==> src/rtl/assert_macros.svh <==
// assertion macros shared by the gesture classifier modules
`ifndef ASSERT_MACROS_SVH
`define ASSERT_MACROS_SVH
`ifndef SYNTHESIS
// property must hold at every clock edge outside reset
`define AGC_ASSERT(label, clk, rst_n, prop) \
    label: assert property (@(posedge clk) disable iff (!rst_n) prop) \
        else $error("assertion failed");
// condition must never be seen outside reset
`define AGC_ASSERT_NEVER(label, clk, rst_n, cond) \
    label: assert property (@(posedge clk) disable iff (!rst_n) !(cond)) \
        else $error("forbidden condition seen");
`else
`define AGC_ASSERT(label, clk, rst_n, prop)
`define AGC_ASSERT_NEVER(label, clk, rst_n, cond)
`endif
`endif

==> src/rtl/agc_pkg.sv <==
// types and constants of the accelerometer gesture classifier
`default_nettype none
package agc_pkg;

    // configuration port
    localparam int CFG_W     = 28;
    localparam int CFG_IDX_W = 3;

    localparam logic [CFG_IDX_W-1:0] CFG_RANGE_G     = 3'd0;
    localparam logic [CFG_IDX_W-1:0] CFG_SHAKE_TOL   = 3'd1;
    localparam logic [CFG_IDX_W-1:0] CFG_SHAKE_LIMIT = 3'd2;
    localparam logic [CFG_IDX_W-1:0] CFG_FREEFALL    = 3'd3;
    localparam logic [CFG_IDX_W-1:0] CFG_TH_3G       = 3'd4;
    localparam logic [CFG_IDX_W-1:0] CFG_TH_6G       = 3'd5;
    localparam logic [CFG_IDX_W-1:0] CFG_TH_8G       = 3'd6;
    localparam logic [CFG_IDX_W-1:0] CFG_TILT_TOL    = 3'd7;

    // register reset values
    localparam logic [3:0]  RST_RANGE_G     = 4'd2;
    localparam logic [13:0] RST_SHAKE_TOL   = 14'd400;
    localparam logic [2:0]  RST_SHAKE_LIMIT = 3'd4;
    localparam logic [27:0] RST_FREEFALL    = 28'd160000;
    localparam logic [27:0] RST_TH_3G       = 28'd9437184;
    localparam logic [27:0] RST_TH_6G       = 28'd37748736;
    localparam logic [27:0] RST_TH_8G       = 28'd67108864;
    localparam logic [9:0]  RST_TILT_TOL    = 10'd200;

    // low byte contribution to the scaled axis, built in or not
    localparam logic USE_LOW_BITS = 1'b0;

    // datapath widths
    localparam int MG_W    = 15;
    localparam int SQ_W    = 27;
    localparam int FORCE_W = 28;
    localparam int CODE_W  = 4;

    // posture and gesture codes
    localparam logic [CODE_W-1:0] G_NONE      = 4'd0;
    localparam logic [CODE_W-1:0] G_UP        = 4'd1;
    localparam logic [CODE_W-1:0] G_DOWN      = 4'd2;
    localparam logic [CODE_W-1:0] G_LEFT      = 4'd3;
    localparam logic [CODE_W-1:0] G_RIGHT     = 4'd4;
    localparam logic [CODE_W-1:0] G_FACE_UP   = 4'd5;
    localparam logic [CODE_W-1:0] G_FACE_DOWN = 4'd6;
    localparam logic [CODE_W-1:0] G_FREEFALL  = 4'd7;
    localparam logic [CODE_W-1:0] G_3G        = 4'd8;
    localparam logic [CODE_W-1:0] G_6G        = 4'd9;
    localparam logic [CODE_W-1:0] G_8G        = 4'd10;
    localparam logic [CODE_W-1:0] G_SHAKE     = 4'd11;

    // queue between front and back
    localparam int QUEUE_DEPTH = 2;
    localparam int QUEUE_PTR_W = 1;
    localparam int QUEUE_CNT_W = 2;

    typedef struct packed {
        logic [3:0]  range_g;
        logic [13:0] shake_tol;
        logic [2:0]  shake_limit;
        logic [27:0] freefall;
        logic [27:0] th_3g;
        logic [27:0] th_6g;
        logic [27:0] th_8g;
        logic [9:0]  tilt_tol;
    } cfg_t;

    // one scaled sample with the squares of its axes
    typedef struct packed {
        logic signed [MG_W-1:0] x_mg;
        logic signed [MG_W-1:0] y_mg;
        logic signed [MG_W-1:0] z_mg;
        logic [SQ_W-1:0]        sq_x;
        logic [SQ_W-1:0]        sq_y;
        logic [SQ_W-1:0]        sq_z;
    } sample_t;

    typedef struct packed {
        logic full;
        logic not_empty;
    } qstat_t;

endpackage
`default_nettype wire

==> src/rtl/agc_front.sv <==
// front part: scales the raw axes to milli-g and squares them
`default_nettype none
module agc_front (
    input  wire logic signed [7:0] x_high,
    input  wire logic signed [7:0] x_low,
    input  wire logic signed [7:0] y_high,
    input  wire logic signed [7:0] y_low,
    input  wire logic signed [7:0] z_high,
    input  wire logic signed [7:0] z_low,
    input  agc_pkg::cfg_t          cfg,
    output agc_pkg::sample_t       sample
);

    // high byte x8, plus low byte/64 toward zero if enabled, times range
    function automatic logic signed [agc_pkg::MG_W-1:0] scale_axis(
        input logic signed [7:0] hi,
        input logic signed [7:0] lo,
        input logic [1:0]        sh
    );
        logic signed [11:0]              base;
        logic signed [11:0]              lo_q;
        logic signed [11:0]              v;
        logic signed [agc_pkg::MG_W-1:0] ext;
        base = $signed({hi[7], hi, 3'b000});
        lo_q = $signed({{10{lo[7]}}, lo[7:6]})
             + ((lo[7] && (lo[5:0] != 6'd0)) ? 12'sd1 : 12'sd0);
        v    = agc_pkg::USE_LOW_BITS ? (base + lo_q) : base;
        ext  = {{3{v[11]}}, v};
        unique case (sh)
            2'd1:    scale_axis = ext <<< 1;
            2'd2:    scale_axis = ext <<< 2;
            default: scale_axis = ext <<< 3;
        endcase
    endfunction

    logic [1:0]                      range_sh;
    logic signed [agc_pkg::MG_W-1:0] rx;
    logic signed [agc_pkg::MG_W-1:0] ry;
    logic signed [agc_pkg::MG_W-1:0] rz;
    logic signed [2*agc_pkg::MG_W-1:0] px;
    logic signed [2*agc_pkg::MG_W-1:0] py;
    logic signed [2*agc_pkg::MG_W-1:0] pz;

    // unsupported ranges round up to the next supported one; above 8 uses 8
    always_comb
    begin
        priority if (cfg.range_g <= 4'd2)
        begin
            range_sh = 2'd1;
        end
        else if (cfg.range_g <= 4'd4)
        begin
            range_sh = 2'd2;
        end
        else
        begin
            range_sh = 2'd3;
        end
    end

    assign rx = scale_axis(x_high, x_low, range_sh);
    assign ry = scale_axis(y_high, y_low, range_sh);
    assign rz = scale_axis(z_high, z_low, range_sh);

    // per axis square, never negative and below 2^27
    assign px = rx * rx;
    assign py = ry * ry;
    assign pz = rz * rz;

    // x and y are reported negated, z as is
    always_comb
    begin
        sample.x_mg = -rx;
        sample.y_mg = -ry;
        sample.z_mg = rz;
        sample.sq_x = px[agc_pkg::SQ_W-1:0];
        sample.sq_y = py[agc_pkg::SQ_W-1:0];
        sample.sq_z = pz[agc_pkg::SQ_W-1:0];
    end

endmodule
`default_nettype wire

==> src/rtl/agc_queue.sv <==
// two entry queue between the front and the back part
`default_nettype none
`include "assert_macros.svh"
module agc_queue (
    input  wire logic             clk,
    input  wire logic             rst_n,
    input  wire logic             push,
    input  agc_pkg::sample_t      push_data,
    input  wire logic             pop,
    output agc_pkg::sample_t      head,
    output agc_pkg::qstat_t       stat
);

    agc_pkg::sample_t                 entry_reg [agc_pkg::QUEUE_DEPTH];
    logic [agc_pkg::QUEUE_PTR_W-1:0]  wr_ptr_reg;
    logic [agc_pkg::QUEUE_PTR_W-1:0]  rd_ptr_reg;
    logic [agc_pkg::QUEUE_CNT_W-1:0]  count_reg;
    logic [agc_pkg::QUEUE_CNT_W-1:0]  count_next;
    logic                             do_push;
    logic                             do_pop;

    assign do_push = push && !stat.full;
    assign do_pop  = pop && stat.not_empty;

    // status straight from the fill count
    always_comb
    begin
        stat.full      = (count_reg == agc_pkg::QUEUE_CNT_W'(agc_pkg::QUEUE_DEPTH));
        stat.not_empty = (count_reg != '0);
    end

    always_comb
    begin
        unique case ({do_push, do_pop})
            2'b10:   count_next = count_reg + 1'b1;
            2'b01:   count_next = count_reg - 1'b1;
            default: count_next = count_reg;
        endcase
    end

    // pointers and fill count
    always_ff @(posedge clk or negedge rst_n)
    begin
        if (!rst_n)
        begin
            wr_ptr_reg <= '0;
            rd_ptr_reg <= '0;
            count_reg  <= '0;
        end
        else
        begin
            if (do_push)
            begin
                wr_ptr_reg <= wr_ptr_reg + 1'b1;
            end
            if (do_pop)
            begin
                rd_ptr_reg <= rd_ptr_reg + 1'b1;
            end
            count_reg <= count_next;
        end
    end

    // entry storage
    always_ff @(posedge clk)
    begin
        if (do_push)
        begin
            entry_reg[wr_ptr_reg] <= push_data;
        end
    end

    assign head = entry_reg[rd_ptr_reg];

    // fill count bookkeeping
    `AGC_ASSERT_NEVER(a_q_overfill, clk, rst_n,
        count_reg > agc_pkg::QUEUE_CNT_W'(agc_pkg::QUEUE_DEPTH))
    `AGC_ASSERT(a_q_push_grows, clk, rst_n,
        (do_push && !do_pop) |=> (count_reg == $past(count_reg) + 1'b1))
    `AGC_ASSERT(a_q_pop_shrinks, clk, rst_n,
        (do_pop && !do_push) |=> (count_reg == $past(count_reg) - 1'b1))

endmodule
`default_nettype wire

==> src/rtl/agc_back.sv <==
// back part: force, shake detection, classification, debounce and result register
`default_nettype none
`include "assert_macros.svh"
module agc_back #(
    parameter int SHAKE_DAMPING   = 10,
    parameter int GESTURE_DAMPING = 5
) (
    input  wire logic                              clk,
    input  wire logic                              rst_n,
    input  agc_pkg::cfg_t                          cfg,
    input  agc_pkg::sample_t                       head,
    input  wire logic                              head_valid,
    output logic                                   pop,
    output logic                                   out_valid,
    input  wire logic                              out_stall,
    output logic signed [agc_pkg::MG_W-1:0]        x_mg,
    output logic signed [agc_pkg::MG_W-1:0]        y_mg,
    output logic signed [agc_pkg::MG_W-1:0]        z_mg,
    output logic [agc_pkg::FORCE_W-1:0]            force_squared,
    output logic [agc_pkg::CODE_W-1:0]             posture,
    output logic [agc_pkg::CODE_W-1:0]             gesture,
    output logic                                   gesture_changed
);

    localparam int TW = $clog2(SHAKE_DAMPING + 1);
    localparam int SW = $clog2(GESTURE_DAMPING + 1);

    // shake and debounce state
    logic [2:0]                   shake_pol_reg;
    logic [2:0]                   shake_pol_next;
    logic [2:0]                   shake_count_reg;
    logic [2:0]                   shake_count_next;
    logic                         shaken_reg;
    logic                         shaken_next;
    logic [TW-1:0]                shake_timer_reg;
    logic [TW-1:0]                shake_timer_next;
    logic [agc_pkg::CODE_W-1:0]   cand_reg;
    logic [agc_pkg::CODE_W-1:0]   cand_next;
    logic [SW-1:0]                stab_reg;
    logic [SW-1:0]                stab_next;
    logic [agc_pkg::CODE_W-1:0]   stable_reg;
    logic [agc_pkg::CODE_W-1:0]   stable_next;
    logic                         changed;

    // result register
    logic                                 out_valid_reg;
    logic signed [agc_pkg::MG_W-1:0]      x_mg_reg;
    logic signed [agc_pkg::MG_W-1:0]      y_mg_reg;
    logic signed [agc_pkg::MG_W-1:0]      z_mg_reg;
    logic [agc_pkg::FORCE_W-1:0]          force_reg;
    logic [agc_pkg::CODE_W-1:0]           posture_reg;
    logic [agc_pkg::CODE_W-1:0]           gesture_reg;
    logic                                 changed_reg;

    logic [agc_pkg::FORCE_W-1:0]  force_sum;
    logic signed [15:0]           gx;
    logic signed [15:0]           gy;
    logic signed [15:0]           gz;
    logic signed [15:0]           tol_s;
    logic signed [15:0]           tilt_s;
    logic signed [15:0]           tilt_lo;
    logic signed [15:0]           tilt_hi;
    logic [2:0]                   swing;
    logic                         det;
    logic [TW-1:0]                timer_inc;
    logic [agc_pkg::CODE_W-1:0]   g;

    // take the next request whenever the result register is free or drains
    assign pop = head_valid && (!out_valid_reg || !out_stall);

    assign force_sum = agc_pkg::FORCE_W'(head.sq_x) + agc_pkg::FORCE_W'(head.sq_y)
                     + agc_pkg::FORCE_W'(head.sq_z);

    assign gx      = 16'(head.x_mg);
    assign gy      = 16'(head.y_mg);
    assign gz      = 16'(head.z_mg);
    assign tol_s   = $signed({2'b00, cfg.shake_tol});
    assign tilt_s  = $signed({6'b000000, cfg.tilt_tol});
    assign tilt_lo = tilt_s - 16'sd1000;
    assign tilt_hi = 16'sd1000 - tilt_s;

    // polarity reversal per axis
    assign swing[0] = ((gx < -tol_s) && shake_pol_reg[0]) || ((gx > tol_s) && !shake_pol_reg[0]);
    assign swing[1] = ((gy < -tol_s) && shake_pol_reg[1]) || ((gy > tol_s) && !shake_pol_reg[1]);
    assign swing[2] = ((gz < -tol_s) && shake_pol_reg[2]) || ((gz > tol_s) && !shake_pol_reg[2]);
    assign det      = |swing;
    assign shake_pol_next = shake_pol_reg ^ swing;
    assign timer_inc = shake_timer_reg + 1'b1;

    // shake counter with damping decay
    always_comb
    begin
        shake_count_next = shake_count_reg;
        shaken_next      = shaken_reg;
        if (det && (shake_count_next < cfg.shake_limit))
        begin
            shake_count_next = shake_count_next + 3'd1;
            if (shake_count_next == cfg.shake_limit)
            begin
                shaken_next = 1'b1;
            end
        end
        if (timer_inc >= TW'(SHAKE_DAMPING))
        begin
            shake_timer_next = '0;
            if (shake_count_next != 3'd0)
            begin
                shake_count_next = shake_count_next - 3'd1;
                if (shake_count_next == 3'd0)
                begin
                    shaken_next = 1'b0;
                end
            end
        end
        else
        begin
            shake_timer_next = timer_inc;
        end
    end

    // classification, strongest condition first
    always_comb
    begin
        priority if (shaken_next)                g = agc_pkg::G_SHAKE;
        else if (force_sum < cfg.freefall)       g = agc_pkg::G_FREEFALL;
        else if (force_sum > cfg.th_8g)          g = agc_pkg::G_8G;
        else if (force_sum > cfg.th_6g)          g = agc_pkg::G_6G;
        else if (force_sum > cfg.th_3g)          g = agc_pkg::G_3G;
        else if (gx < tilt_lo)                   g = agc_pkg::G_LEFT;
        else if (gx > tilt_hi)                   g = agc_pkg::G_RIGHT;
        else if (gy < tilt_lo)                   g = agc_pkg::G_DOWN;
        else if (gy > tilt_hi)                   g = agc_pkg::G_UP;
        else if (gz < tilt_lo)                   g = agc_pkg::G_FACE_UP;
        else if (gz > tilt_hi)                   g = agc_pkg::G_FACE_DOWN;
        else                                     g = agc_pkg::G_NONE;
    end

    // debounce into a stable gesture
    always_comb
    begin
        if (g == cand_reg)
        begin
            cand_next = cand_reg;
            stab_next = (stab_reg < SW'(GESTURE_DAMPING)) ? stab_reg + 1'b1 : stab_reg;
        end
        else
        begin
            cand_next = g;
            stab_next = '0;
        end
        if ((cand_next != stable_reg) && (stab_next >= SW'(GESTURE_DAMPING)))
        begin
            stable_next = cand_next;
            changed     = 1'b1;
        end
        else
        begin
            stable_next = stable_reg;
            changed     = 1'b0;
        end
    end

    // state and result valid
    always_ff @(posedge clk or negedge rst_n)
    begin
        if (!rst_n)
        begin
            shake_pol_reg   <= '0;
            shake_count_reg <= '0;
            shaken_reg      <= 1'b0;
            shake_timer_reg <= '0;
            cand_reg        <= agc_pkg::G_NONE;
            stab_reg        <= '0;
            stable_reg      <= agc_pkg::G_NONE;
            out_valid_reg   <= 1'b0;
        end
        else
        begin
            if (pop)
            begin
                shake_pol_reg   <= shake_pol_next;
                shake_count_reg <= shake_count_next;
                shaken_reg      <= shaken_next;
                shake_timer_reg <= shake_timer_next;
                cand_reg        <= cand_next;
                stab_reg        <= stab_next;
                stable_reg      <= stable_next;
                out_valid_reg   <= 1'b1;
            end
            else if (!out_stall)
            begin
                out_valid_reg <= 1'b0;
            end
        end
    end

    // result payload
    always_ff @(posedge clk)
    begin
        if (pop)
        begin
            x_mg_reg    <= head.x_mg;
            y_mg_reg    <= head.y_mg;
            z_mg_reg    <= head.z_mg;
            force_reg   <= force_sum;
            posture_reg <= g;
            gesture_reg <= stable_next;
            changed_reg <= changed;
        end
    end

    assign out_valid       = out_valid_reg;
    assign x_mg            = x_mg_reg;
    assign y_mg            = y_mg_reg;
    assign z_mg            = z_mg_reg;
    assign force_squared   = force_reg;
    assign posture         = posture_reg;
    assign gesture         = gesture_reg;
    assign gesture_changed = changed_reg;

    // shake and debounce invariants
    `AGC_ASSERT_NEVER(a_shaken_needs_count, clk, rst_n,
        shaken_reg && (shake_count_reg == 3'd0))
    `AGC_ASSERT_NEVER(a_timer_in_range, clk, rst_n,
        shake_timer_reg >= TW'(SHAKE_DAMPING))
    `AGC_ASSERT_NEVER(a_stab_in_range, clk, rst_n,
        stab_reg > SW'(GESTURE_DAMPING))

endmodule
`default_nettype wire

==> src/rtl/accel_gesture_classifier.sv <==
// top level of the accelerometer gesture classifier
//
// Input channel: one raw three-axis sample per request (high and low byte per
// axis), taken at a clock edge with in_valid high and in_stall low.
// Output channel: one result per sample (scaled axes in milli-g, squared
// force, instantaneous posture, debounced gesture and a change flag), taken
// at an edge with out_valid high and out_stall low.
// Throughput: one sample per clock while out_stall is low. The front scales
// and squares the axes as the sample enters a two entry queue; the back pops
// one entry a cycle while the result register is free or drains, updates the
// shake and debounce state and loads the result register. A sample is held
// in the queue, and its result is offered from the edge after it is popped.
// When the receiver stalls, the result register holds and the queue fills;
// in_stall rises once both queue entries are occupied.
// Configuration: cfg_wr_en writes cfg_data to register cfg_index at a clock
// edge; write only while no sample is in flight.
// Reset: registers take their default values, the shake and gesture state
// clears to none and both channels come up empty.
`default_nettype none
module accel_gesture_classifier #(
    parameter int SHAKE_DAMPING   = 10,
    parameter int GESTURE_DAMPING = 5
) (
    input  wire logic                                clk,
    input  wire logic                                rst_n,
    input  wire logic                                cfg_wr_en,
    input  wire logic [agc_pkg::CFG_IDX_W-1:0]       cfg_index,
    input  wire logic [agc_pkg::CFG_W-1:0]           cfg_data,
    input  wire logic                                in_valid,
    output logic                                     in_stall,
    input  wire logic signed [7:0]                   x_high,
    input  wire logic signed [7:0]                   x_low,
    input  wire logic signed [7:0]                   y_high,
    input  wire logic signed [7:0]                   y_low,
    input  wire logic signed [7:0]                   z_high,
    input  wire logic signed [7:0]                   z_low,
    output logic                                     out_valid,
    input  wire logic                                out_stall,
    output logic signed [agc_pkg::MG_W-1:0]          x_mg,
    output logic signed [agc_pkg::MG_W-1:0]          y_mg,
    output logic signed [agc_pkg::MG_W-1:0]          z_mg,
    output logic [agc_pkg::FORCE_W-1:0]              force_squared,
    output logic [agc_pkg::CODE_W-1:0]               posture,
    output logic [agc_pkg::CODE_W-1:0]               gesture,
    output logic                                     gesture_changed
);

    agc_pkg::cfg_t    cfg_reg;
    agc_pkg::sample_t front_sample;
    agc_pkg::sample_t q_head;
    agc_pkg::qstat_t  q_stat;
    logic             q_pop;

    // configuration registers
    always_ff @(posedge clk or negedge rst_n)
    begin
        if (!rst_n)
        begin
            cfg_reg.range_g     <= agc_pkg::RST_RANGE_G;
            cfg_reg.shake_tol   <= agc_pkg::RST_SHAKE_TOL;
            cfg_reg.shake_limit <= agc_pkg::RST_SHAKE_LIMIT;
            cfg_reg.freefall    <= agc_pkg::RST_FREEFALL;
            cfg_reg.th_3g       <= agc_pkg::RST_TH_3G;
            cfg_reg.th_6g       <= agc_pkg::RST_TH_6G;
            cfg_reg.th_8g       <= agc_pkg::RST_TH_8G;
            cfg_reg.tilt_tol    <= agc_pkg::RST_TILT_TOL;
        end
        else if (cfg_wr_en)
        begin
            unique case (cfg_index)
                agc_pkg::CFG_RANGE_G:     cfg_reg.range_g     <= cfg_data[3:0];
                agc_pkg::CFG_SHAKE_TOL:   cfg_reg.shake_tol   <= cfg_data[13:0];
                agc_pkg::CFG_SHAKE_LIMIT: cfg_reg.shake_limit <= cfg_data[2:0];
                agc_pkg::CFG_FREEFALL:    cfg_reg.freefall    <= cfg_data[27:0];
                agc_pkg::CFG_TH_3G:       cfg_reg.th_3g       <= cfg_data[27:0];
                agc_pkg::CFG_TH_6G:       cfg_reg.th_6g       <= cfg_data[27:0];
                agc_pkg::CFG_TH_8G:       cfg_reg.th_8g       <= cfg_data[27:0];
                agc_pkg::CFG_TILT_TOL:    cfg_reg.tilt_tol    <= cfg_data[9:0];
                default:                  cfg_reg             <= cfg_reg;
            endcase
        end
    end

    assign in_stall = q_stat.full;

    // scale and square
    agc_front u_front (
        .x_high (x_high),
        .x_low  (x_low),
        .y_high (y_high),
        .y_low  (y_low),
        .z_high (z_high),
        .z_low  (z_low),
        .cfg    (cfg_reg),
        .sample (front_sample)
    );

    // decoupling queue
    agc_queue u_queue (
        .clk       (clk),
        .rst_n     (rst_n),
        .push      (in_valid),
        .push_data (front_sample),
        .pop       (q_pop),
        .head      (q_head),
        .stat      (q_stat)
    );

    // classify and deliver
    agc_back #(
        .SHAKE_DAMPING   (SHAKE_DAMPING),
        .GESTURE_DAMPING (GESTURE_DAMPING)
    ) u_back (
        .clk             (clk),
        .rst_n           (rst_n),
        .cfg             (cfg_reg),
        .head            (q_head),
        .head_valid      (q_stat.not_empty),
        .pop             (q_pop),
        .out_valid       (out_valid),
        .out_stall       (out_stall),
        .x_mg            (x_mg),
        .y_mg            (y_mg),
        .z_mg            (z_mg),
        .force_squared   (force_squared),
        .posture         (posture),
        .gesture         (gesture),
        .gesture_changed (gesture_changed)
    );

endmodule
`default_nettype wire
==> config.mk <==
export PLATFORM = sky130hd
export DESIGN_NAME = accel_gesture_classifier
export DESIGN_NICKNAME = d
export VERILOG_FILES = /design/src/rtl/agc_pkg.sv /design/src/rtl/agc_front.sv /design/src/rtl/agc_queue.sv /design/src/rtl/agc_back.sv /design/src/rtl/accel_gesture_classifier.sv
export VERILOG_INCLUDE_DIRS = /design/src /design/src/rtl
export SDC_FILE = /design/constraint.sdc
export NUM_CORES = 2
export LEC_CHECK = 0
export CAP_MARGIN = 10
export CORE_ASPECT_RATIO = 0.7
export CORE_MARGIN = 3
export CORE_UTILIZATION = 45
export CTS_BUF_LIST = sky130_fd_sc_hd__clkbuf_4
export DETAILED_ROUTE_END_ITERATION = 8
export DONT_BUFFER_PORTS = 1
export SLEW_MARGIN = 30
export SYNTH_ARGS = -nofsm -noshare
export SYNTH_HDL_FRONTEND = slang
export SYNTH_SLANG_ARGS = --single-unit
==> constraint.sdc <==
create_clock -name clk -period 8.5 [get_ports clk]
set_clock_uncertainty 0.2 [all_clocks]
set_input_delay 2.125 -clock clk [delete_from_list [all_inputs] [get_ports clk]]
set_output_delay 2.125 -clock clk [all_outputs]
set_load 0.03 [all_outputs]
# == Word level (Yosys, flattened, before mapping) ==
# Memory sizes are Yosys's and may differ from the RTL's.
# Cells that the tools add are included.
# totals
inputBits,84
output_inout_bits,84
reg_bits,252
ram_bits,252
mem_count,1
wordCells,154
# memory_table
name,depth,word_bits,rd,rd_ports_with_merged_regs,wr,line,rtl
u_queue.entry_reg,2,126,1,0,1,agc_queue.sv:14,agc_pkg::sample_t entry_reg [agc_pkg::QUEUE_DEPTH];
# op_classes
n_bitwise,1
n_reduce_logical,35
order_cmp,22
mul,3
n_addsub,15
n_eq_ne,16
mux,35
# op_table
op,n
28-bit greater-than comparator,3
14-bit by 14-bit multiplier with 27-bit output,3
13-bit case mux with 2 select lines,3
4-bit 2-to-1 mux,13
15-bit by 16-bit less-than comparator with 1-bit output,3
15-bit by 11-bit greater-than comparator with 1-bit output,3
15-bit greater-than comparator,3
15-bit by 11-bit less-than comparator with 1-bit output,3
14-bit negator with 15-bit output,2
27-bit by 27-bit adder with 28-bit output,1
28-bit by 27-bit adder with 28-bit output,1
28-bit less-than comparator,1
3-bit 2-to-1 mux,6
14-bit negator with 16-bit output,1
2-bit AND reduction,8
3-bit == test (second input constant),4
1-bit logical AND,11
1-bit 2-to-1 mux,11
10-bit by 10-bit subtractor with 11-bit output (first input constant),1
10-bit by 10-bit subtractor with 11-bit output (second input constant),1
3-bit by 1-bit adder with 3-bit output (second input constant),2
2-bit == test (second input constant),3
3-bit by 2-bit == test with 1-bit output (second input constant),2
1-bit zero test,6
25 further kinds,32

# == Logic depth before layout (Yosys ltp) ==
# logic_depth
depth_word,18
mapped_depth,32
mapped_depth_nobuf,30

# == Modules after synthesis ==
# A second synthesis with hierarchy kept.
# hier_totals
cells_unflattened,3442
hier_area_um2,39838.2
# by_module_without_submodules
module,n_inst,area_per_inst_um2,cells_per_inst,seq_area_each_um2
agc_back,1,13105.1,1397,3037.9
agc_front,1,11840.1,1327,0.0
agc_queue,1,9396.5,410,7667.4
accel_gesture_classifier,1,5496.5,308,3601.0

# == Worst setup path after synthesis ==
# No wires, ideal clock.
# synth_path
path_kind,input to register
startpoint,input port x_high[4]
endpoint,"memory u_queue.entry_reg[0][80] (netlist name), data pin"
n_path_buf,0
path_stages,23
arrival_time_ps,7973
slack_ps,63
cell_sequence,o22a_1 o21ai_1 clkinv_1 nand2_1 fa_1 fa_1 fa_1 fa_1 inv_1 fa_1 ha_1 ha_1 a21o_1 a21oi_1 o21bai_1 a21oi_1 o21bai_1 a21oi_1 o21bai_1 a2111oi_0 o31ai_1 a21oi_1 xnor2_1
# synth_rtl
element,line,rtl
from (decl),accel_gesture_classifier.sv:31,"input wire logic signed [7:0] x_high,"
to (decl),agc_queue.sv:14,

==> results.sh <==
export IMPL_hold_path_end="u_back.shake_pol_reg[2]"
export IMPL_area_growth_pct=10.3
export IMPL_wl_per_cell_um=19.5
export IMPL_initial_core_util_pct=46.0
export IMPL_fmax_ghz=0.124
export IMPL_hold_start="u_back.shake_pol_reg[2]"
export IMPL_cts_buffer_depth=3
export IMPL_dp_cells=3940
export IMPL_tightest_slew_ns=0.921
export IMPL_whs_path_depth=2
export IMPL_layout_nets=3870
export IMPL_tritoncts="built"
export IMPL_via_count=22000
export IMPL_antenna_found_initial=1
export IMPL_ys_warn_count=0
export IMPL_hp_class="flip-flop to flip-flop"
export IMPL_regArea_um2=11100
export IMPL_htree_levels=3
export IMPL_r2r_start="cfg_reg[139]"
export IMPL_r2r_slack_ns=0.43
export IMPL_place_ws_ns=-0.0712
export IMPL_setup_viol=0
export IMPL_period_minus_slack_ns=8.07
export IMPL_syn_area_um2=32600
export IMPL_outcome="complete, no violations"
export IMPL_ant_nets=0
export IMPL_synth_largest_area_cell="edfxtp_1"
export IMPL_path_class="flip-flop to flip-flop"
export IMPL_layout_setup_ws_ns=0.426
export IMPL_fin_worst_hold_slack_ns=0.304
export IMPL_ys_ff_latch=397
export IMPL_largest_reg_flops=166
export IMPL_viasPerCell=5.32
export IMPL_cts_buffers=105
export IMPL_clk_pin_slew_ns=0.07
export IMPL_finalCritPeriodShare_pct=95.0
export IMPL_row_count=81
export IMPL_place_gp_congestion=0.900
export IMPL_yosys_area_top_type_share_pct=20.9
export IMPL_clk_latency_ns=0.90
export IMPL_maxCapViolations=0
export IMPL_core_area_um2=70800
export IMPL_grt_pass1_wl_mm=128
export IMPL_slew_headroom_pct=38.2
export IMPL_overflow=0
export IMPL_clock_sinks=397
export IMPL_synth_flop_cell="edfxtp_1"
export IMPL_end_kind="flip-flop"
export IMPL_synth_edf_count=227
export IMPL_avgSynthCellArea_um2=11.2
export IMPL_first_iter_violations=1284
export IMPL_syn_instance_count=2923
export IMPL_fp_dieH_um=231
export IMPL_synth_distinct_cells=79
export IMPL_fillers=6284
export IMPL_clockRootBuffer="clkbuf_4"
export IMPL_ios=168
export IMPL_final_hold_viol_count=0
export IMPL_reg2reg_depth=26
export IMPL_drive_gt1_share_pct=17.0
export IMPL_grt_pass1_vias=22700
export IMPL_drv_slew=0
export IMPL_worst_r2r_endpoint="u_queue.entry_reg[0][25]"
export IMPL_path_max_fanout=12
export IMPL_worstPathRequired_ns=8.87
export IMPL_rsz0062_at_grt="false"
export IMPL_grt_max_degree=171
export IMPL_critPathLaunchType="flip-flop"
export IMPL_die_w_um=328
export IMPL_grt_use_total_pct=21.7
export IMPL_multi_input_area_um2=19700
export IMPL_worst_ep_arrival_time_ns=8.44
export IMPL_dp_hpwl_mm=63.9
export IMPL_drc=0
export IMPL_synth_async_sr_flop_share_pct=42.8
export IMPL_firstDrtPassIters=5
export IMPL_yosysSeqAreaShare_pct=34.0
export IMPL_synthTopCellsByArea="edfxtp_1 (21%), ha_1 (17%), fa_1 (16%), dfrtp_1 (12%), mux2_2 (6.7%)"
export IMPL_dieArea_um2=75800
export IMPL_port_buffers=0
export IMPL_fin_cells=4139
export IMPL_totalWireLength_mm=80.5
-- layer usage --
metal  GRT usage, %  share of wire, %  wire [µm]  vias up
met5              0                 0          0        -
li1               -                 -          -    10500
met3           4.58               6.4       5170      100
met4           5.94               2.1       1680        0
met1           32.0                48      38800    10900
met2           32.4                43      34900      551
-- logic make-up after synthesis --
| logic type | count (synthesis) | share of synthesized area [%] |
|---|---|---|
| adders and majority gates | 691 | 32.4 |
| and+or+nand+nor | 559 | 8.06 |
| buffers and inverters | 507 | 6.08 |
| AOI/OAI and AO/OA | 414 | 8.29 |
| DFF | 397 | 34.0 |
| muxes | 213 | 7.30 |
| xor gates and xnor gates | 141 | 3.79 |
| other | 1 | 0.0115 |
-- critical path: stages, from the launching register on --
cell and delay (ns):
dfrtp_1 0.43, o21a_1 0.21, nor2_2 0.11, buf_4 0.22
nand2_1 0.48, buf_4 0.34, o21ai_1 0.30, inv_1 0.12
nand2_1 0.13, fa_1 0.46, fa_1 0.54, fa_1 0.45
fa_1 0.56, inv_1 0.06, fa_1 0.49, ha_1 0.31
ha_1 0.34, a21oi_1 0.21, o21bai_1 0.09, a21oi_1 0.19
o21bai_1 0.10, a21oi_1 0.24, o21bai_1 0.13, a2111o_1 0.45
a31o_2 0.24, a21oi_1 0.21, xnor2_1 0.15
-- what timing repair did --
action                                  CTS  global route
hold buffers                              0             0
endpoints found under the setup margin    0            13
resized for setup                         0             7
setup buffers                             0             2
-- per-stage QoR --
step / instance area (µm²) / TNS [ns] / util (%)
final: 36000 / 0 / 50.8
after global routing: 36000 / 0 / 50.8
after CTS: 35900 / 0 / 50.7
after detailed placement: 34500 / -0.199 / 48.7
after global placement: 34500 / -0.135 / 48.6
after floorplan: 32700 / 0 / -
-- layout make-up --
type | count | share of cell area (%)
Clock inverter | 52 | 0.939
Clock buffer | 141 | 2.94
Inverter | 428 | 4.47
Multi-Input combinational cell | 2038 | 54.8
Sequential cell | 397 | 30.9
Antenna cell | 4 | 0.0278
Tap cell | 954 | 3.32
Timing Repair Buffer | 125 | 2.67
-- cell usage after synthesis, types with 44 or more instances --
cell and n:
nand2_1 197, inv_1 422, nand3_1 44, a21oi_1 107, xnor2_1 119, dfrtp_1 152, edfxtp_1 227, o21ai_0 91
nor2_1 157, mux2_2 194, ha_1 433, fa_1 258
-- how the worst max path moves through the flow --
| stage | start | slack (ns) | end |
|---|---|---|---|
| 6_report | cfg_reg[139] | 0.43 | u_queue.entry_reg[0][25] |
| 5_1_grt | cfg_reg[139] | 0.007 | u_queue.entry_reg[1][25] |
| 4_1_cts | u_queue.rd_ptr_reg | 0.28 | u_back.gesture[1] |
| 3_5_place_dp | x_high[1] | -0.07 | u_queue.entry_reg[1][80] |
| 3_3_place_gp | x_high[1] | -0.04 | u_queue.entry_reg[0][80] |
| 2_1_floorplan | x_high[4] | 0.06 | u_queue.entry_reg[0][80] |
-- layout by cell type, fill, tap and decap left out, drive strengths merged, types with 18 or more instances in the layout --
| cell type | instances |
|---|---|
| o21bai | 22 |
| conb | 20 |
| nor2 | 157 |
| edfxtp | 227 |
| xor2 | 22 |
| nor3 | 31 |
| clkinv | 52 |
| fa | 258 |
| o21a | 21 |
| nand2 | 198 |
| dfstp | 18 |
| buf | 125 |
| nand4 | 26 |
| mux2 | 200 |
| dfrtp | 152 |
| o21ai | 99 |
| clkbuf | 141 |
| a21oi | 108 |
| nand3 | 45 |
| inv | 424 |
| a21o | 41 |
| ha | 433 |
| xnor2 | 119 |
Power is left out: the tool's default activity adds up to more than one toggle a clock period on the data nets, which glitch-free logic cannot reach.
